## src/sv/bed_pkg.sv

```systemverilog
package bed_pkg;

  // Default sizing of the string and cell stores.
  localparam int MAX_LEN_DEF   = 4096;
  localparam int DIST_BITS_DEF = 13;

  // Fixed field widths of the channels and of the threshold register.
  localparam int ACTION_W = 2;
  localparam int SYMBOL_W = 8;
  localparam int DIST_W   = 13;
  localparam int THR_W    = 14;

  // Action codes of an input item.
  localparam logic [ACTION_W-1:0] ACT_LOAD_A  = 2'd0;
  localparam logic [ACTION_W-1:0] ACT_LOAD_B  = 2'd1;
  localparam logic [ACTION_W-1:0] ACT_COMPUTE = 2'd2;

  // Threshold value that selects the first string's length as the band.
  localparam logic signed [THR_W-1:0] THR_AUTO = -14'sd1;

  // Commands from the controller to the datapath.
  typedef struct packed {
    logic load_a;
    logic load_b;
    logic start;
    logic fail;
    logic init;
    logic bounds;
    logic row_start;
    logic row_prep;
    logic cell_step;
    logic fin_read;
    logic capture;
    logic publish;
  } bed_cmd_t;

  // Status from the datapath to the controller.
  typedef struct packed {
    logic early_fail;
    logic init_last;
    logic a_empty;
    logic cell_last;
    logic row_last;
  } bed_sts_t;

endpackage

```

## src/sv/bed_ctrl.sv

```systemverilog
module bed_ctrl (
  input  logic                          clk,
  input  logic                          rst,
  input  logic                          req_valid,
  input  logic [bed_pkg::ACTION_W-1:0]  req_action,
  output logic                          req_ready,
  input  logic                          res_ready,
  output logic                          res_valid,
  input  bed_pkg::bed_sts_t             sts,
  output bed_pkg::bed_cmd_t             cmd
);

  typedef enum logic [9:0] {
    S_IDLE      = 10'b00_0000_0001,
    S_PREP      = 10'b00_0000_0010,
    S_INIT      = 10'b00_0000_0100,
    S_BOUNDS    = 10'b00_0000_1000,
    S_ROW_START = 10'b00_0001_0000,
    S_ROW_PREP  = 10'b00_0010_0000,
    S_CELL      = 10'b00_0100_0000,
    S_FIN_READ  = 10'b00_1000_0000,
    S_FIN_CMP   = 10'b01_0000_0000,
    S_DONE      = 10'b10_0000_0000
  } state_t;

  state_t state;
  state_t state_next;
  logic   slot_free;

  // The output register can take a new result when empty or being emptied.
  assign slot_free = !res_valid || res_ready;
  assign req_ready = (state == S_IDLE);

  // Sequencing of load, initialisation, band rows and result.
  always_comb begin
    cmd        = '0;
    state_next = state;
    unique case (state)
      S_IDLE: begin
        if (req_valid) begin
          unique case (req_action)
            bed_pkg::ACT_LOAD_A: cmd.load_a = 1'b1;
            bed_pkg::ACT_LOAD_B: cmd.load_b = 1'b1;
            bed_pkg::ACT_COMPUTE: begin
              cmd.start  = 1'b1;
              state_next = S_PREP;
            end
            default: ;
          endcase
        end
      end
      S_PREP: begin
        if (sts.early_fail) begin
          cmd.fail   = 1'b1;
          state_next = S_DONE;
        end else begin
          state_next = S_INIT;
        end
      end
      S_INIT: begin
        cmd.init = 1'b1;
        if (sts.init_last) begin
          state_next = sts.a_empty ? S_FIN_READ : S_BOUNDS;
        end
      end
      S_BOUNDS: begin
        cmd.bounds = 1'b1;
        state_next = S_ROW_START;
      end
      S_ROW_START: begin
        cmd.row_start = 1'b1;
        state_next    = S_ROW_PREP;
      end
      S_ROW_PREP: begin
        cmd.row_prep = 1'b1;
        state_next   = S_CELL;
      end
      S_CELL: begin
        cmd.cell_step = 1'b1;
        if (sts.cell_last) begin
          state_next = sts.row_last ? S_FIN_READ : S_BOUNDS;
        end
      end
      S_FIN_READ: begin
        cmd.fin_read = 1'b1;
        state_next   = S_FIN_CMP;
      end
      S_FIN_CMP: begin
        cmd.capture = 1'b1;
        state_next  = S_DONE;
      end
      S_DONE: begin
        if (slot_free) begin
          cmd.publish = 1'b1;
          state_next  = S_IDLE;
        end
      end
      default: state_next = S_IDLE;
    endcase
  end

  // State register and output valid flag.
  always_ff @(posedge clk) begin
    if (rst) begin
      state     <= S_IDLE;
      res_valid <= 1'b0;
    end else begin
      state <= state_next;
      if (cmd.publish) begin
        res_valid <= 1'b1;
      end else if (res_ready) begin
        res_valid <= 1'b0;
      end
    end
  end

endmodule

```

## config.mk

```make
export PLATFORM = sky130hd
export DESIGN_NAME = bed_ctrl
export DESIGN_NICKNAME = d
export VERILOG_FILES = /design/src/sv/bed_pkg.sv /design/src/sv/bed_ctrl.sv
export SDC_FILE = /design/constraint.sdc
export NUM_CORES = 1
export LEC_CHECK = 0
export BUFFER_PORTS_ARGS = -buffer_cell sky130_fd_sc_hd__buf_4
export CAP_MARGIN = 25
export CORE_MARGIN = 5
export CORE_UTILIZATION = 35
export CTS_BUF_LIST = sky130_fd_sc_hd__clkbuf_16
export CTS_CLUSTER_SIZE = 40
export DETAILED_ROUTE_END_ITERATION = 10
export HOLD_SLACK_MARGIN = 0.06
export RECOVER_POWER = 100
export SETUP_SLACK_MARGIN = 0.05
export SYNTH_ARGS = -nofsm -noshare
export SYNTH_HDL_FRONTEND = slang
export SYNTH_SLANG_ARGS = --single-unit
```

## constraint.sdc

```tcl
create_clock -name clk -period 2.1 [get_ports clk]
set_input_delay 0.105 -clock clk [delete_from_list [all_inputs] [get_ports clk]]
set_output_delay 0.105 -clock clk [all_outputs]
set_load 0.05 [all_outputs]
```

==> summary.md <==
| Metric | Value |
|---|---|
| Clk pin slew, worst setup/hold paths | `around 0.040 ns` |
| Vias per cell | `around 5.5` |
| CTS Hold Bufs | `0` |
| Worst R2R Path Depth | `4` |
| Final nets | `between 100 and 150` |
| DRT iter0 DRCs | `18` |
| DR DRC count | `0` |
| Crit path DAT | `about 1.9 ns` |
| Post-DR wirelength/cell | `14.2 µm` |
| Register area | `roughly 220 µm²` |
| Layout Cells excl Fill | `157` |
| Peak VDD IR | `0.000475 V` |
| Global route overflow | `0` |
| Fmax | `around 0.50 GHz` |
| Outcome | `finished clean` |
| RSZ-0062 raised after global routing | `false` |
| Min-delay src | `rst` |
| Post-route antenna net violation count | `0` |
| Final Critical Period | `about 2 ns` |
| Leading area contributor after synthesis | `dfxtp_1` |
| Largest net degree at the start of global routing | `12` |
| Pwr per Cell Area | `roughly 730 nW/µm²` |
| Hold EP | `state[6]` |
| Final Wtd Congestion | `about 0.82` |
| Cell count after synthesis | `~100` |
| Synth top area cells | `dfxtp_1 29%, nor2_1 4.4%, nand2b_1 4.1%` |
| Worst slew pin tran | `slightly below 0.6 ns` |
| Max Buffers Root-to-Sink | `2` |
| Fraction of layout cells with a size suffix above 1 | `0.372` |
| Number of global-route vias before repair | `between 800 and 900` |
| Critical path class | `reg -> out` |
| Leakage Power | `between 0.0004 and 0.0005 µW` |
| Diodes inserted | `0` |
| # rows | `17` |
| Final clock skew | `0.00307 ns` |
| Pins over their slew limit | `0` |
| Distinct cells, synth | `37` |
| CP endpoint kind | `output port` |
| Initial Util | `0.359` |
| DIE AREA | `3250 µm²` |
| CP startpoint kind | `flip-flop` |
| Yosys warns | `0` |
| First-pass DRT Iterations | `4` |
| Post-DP HPWL | `~1.8 mm` |
| Die Y-Extent | `around 57 µm` |
| Async set-reset flop share out of synthesis | `0` |
| Final Cycle Share | `0.944` |
| WL final | `roughly 2.2 mm` |
| Worst Hold Class | `in -> reg` |
| Area of the multi-input gates | `~590 µm²` |
| Post-synthesis sequential area ratio | `0.285` |
| Worst R2R Start | `state[8]` |
| Ys flop type | `dfxtp_1` |
| Hold depth | `2` |
| DR vias | `between 800 and 900` |
| Terminus of the critical flop-to-flop path | `state[9]` |
| Top cell type's share of synthesized area | `0.285` |
| R2r setup slk | `0.15 ns` |
| Number of synthesized flops with an enable pin | `0` |
| Root Buffer | `clkbuf_16` |
| # port buffers | `24` |
| Placed cells | `~150` |
| Seq cells post-synth | `11` |
| Critical Path RT | `about 2.0 ns` |
| Post-Syn Nets | `109` |
| Syn Area/Cell | `7.88 µm²` |
| # IOs | `25` |
| Dpl cell area | `around 1100 µm²` |
| Global-route wire length before repair | `about 3.9 mm` |
| Clk_lat worst skew | `between 0.2 and 0.25 ns` |
| Max capacitance violation total | `0` |
| Rel. slew slack | `0.607` |
| Synthesized area | `772 µm²` |
| Hold Fails Final Rpt | `0` |
| Crit-path max FO | `8` |
| Core Area | `between 2000 and 2500 µm²` |
| Total GRT Usage | `0.149` |
| Setup violators final | `0` |
| CTS tree | `yes` |
| Post-route cell area | `about 1200 µm²` |
| H-tree depth | `1` |
| Die Width | `57.0 µm` |
| Fill count | `208` |
| CTS sink cnt | `11` |
| Number of CTS-inserted buffers | `3` |
| Initial antenna violation count | `0` |
| P&R area growth vs syn | `51.2%` |
## metal layers
layer | share of wire | global-route usage | up-vias
met5 | 0 | 0 | -
met4 | 0.0058 | 0.0497 | 0
met3 | 0.054 | 0.0339 | 2
met2 | 0.48 | 0.222 | 28
met1 | 0.46 | 0.211 | 399
li1 | - | - | 430
## power breakdown
group,internal [µW],switching (µW)
sequential,222,17.0
combinational,81.5,184
clock,252,97.6
total,556,299
## how the worst max path moves through the flow
| stage | cells after the start | endpoint | start | slack (ns) |
|---|---|---|---|---|
| after floorplan | 4 | cmd[11] | state[4] | -0.05 |
| after global placement | 4 | state[9] | state[8] | 0.25 |
| after detailed placement | 4 | state[9] | state[8] | 0.24 |
| after CTS | 4 | cmd[5] | state[0] | 0.12 |
| after global routing | 6 | cmd[0] | state[7] | 0.04 |
| final | 5 | cmd[1] | state[7] | 0.12 |
## stage by stage
step	total power [µW]	hold WS, ns	setup slack (ns)	util	setup TNS [ns]
global route	900	0.0757	0.0389	0.543	0
finish	855	0.0758	0.118	0.543	0
detailed placement	515	0.313	0.236	0.519	0
CTS	869	0.0696	0.116	0.556	0
global placement	515	0.316	0.252	0.519	0
floorplan	434	0.174	-0.0477	-	-0.0477
## flip-flops by register name (all words and copies together) (netlist names)
register and flops:
state 10, res_valid 1
## placed cells by master (no fill, tap or decap), types with 2 or more instances in the layout
master	count
nand4b_1	2
clkbuf_4	2
dfxtp_1	11
mux2i_1	2
nand2b_1	4
nor4b_4	2
nor2b_1	4
and4_1	2
nand4_1	3
clkbuf_2	9
nor3_1	4
inv_1	5
nand3_1	3
nor2_1	9
buf_4	21
xor2_1	2
a21oi_1	4
clkbuf_16	3
o21ai_0	4
nand2_1	5
nor4_4	4
## final cells by class
class	count	area share
sequential	11	0.189
clock inverter	1	0.00429
timing repair buffer	33	0.190
multi-input combinational	76	0.507
inverter	5	0.0161
clock buffer	3	0.0643
tap	28	0.0300
## synthesized netlist by cell type, types with 3 or more instances
| library cell | number |
|---|---|
| nand2_1 | 5 |
| a21oi_1 | 4 |
| nand4_1 | 3 |
| nor2b_1 | 4 |
| o21ai_0 | 4 |
| nor3_1 | 4 |
| inv_1 | 5 |
| nor4b_1 | 3 |
| nand3_1 | 3 |
| nor2_1 | 9 |
| dfxtp_1 | 11 |
| nand2b_1 | 5 |
| nor4_1 | 4 |
| clkbuf_1 | 4 |
## cells by family after synthesis
| kind of cell | Yosys count | synth area share |
|---|---|---|
| buffers and inverters | 11 | 0.0648 |
| flip-flops | 11 | 0.285 |
| XOR/XNOR | 2 | 0.0227 |
| AO/OA/AOI/OAI | 16 | 0.136 |
| multiplexers | 2 | 0.0259 |
| AND/OR/NAND/NOR | 56 | 0.465 |
## what timing repair did
item                       CTS  global route
setup buffers                0             0
setup endpoints to repair    0             1
resized for setup            0             1
## critical path: stages (launching register included)
cell and delay, ns:
dfxtp_1 0.42, nor4_4 0.33, buf_4 0.20, nand2_1 0.15, nor4_4 0.24, clkbuf_2 0.31
(Power assumes the default switching activity.)
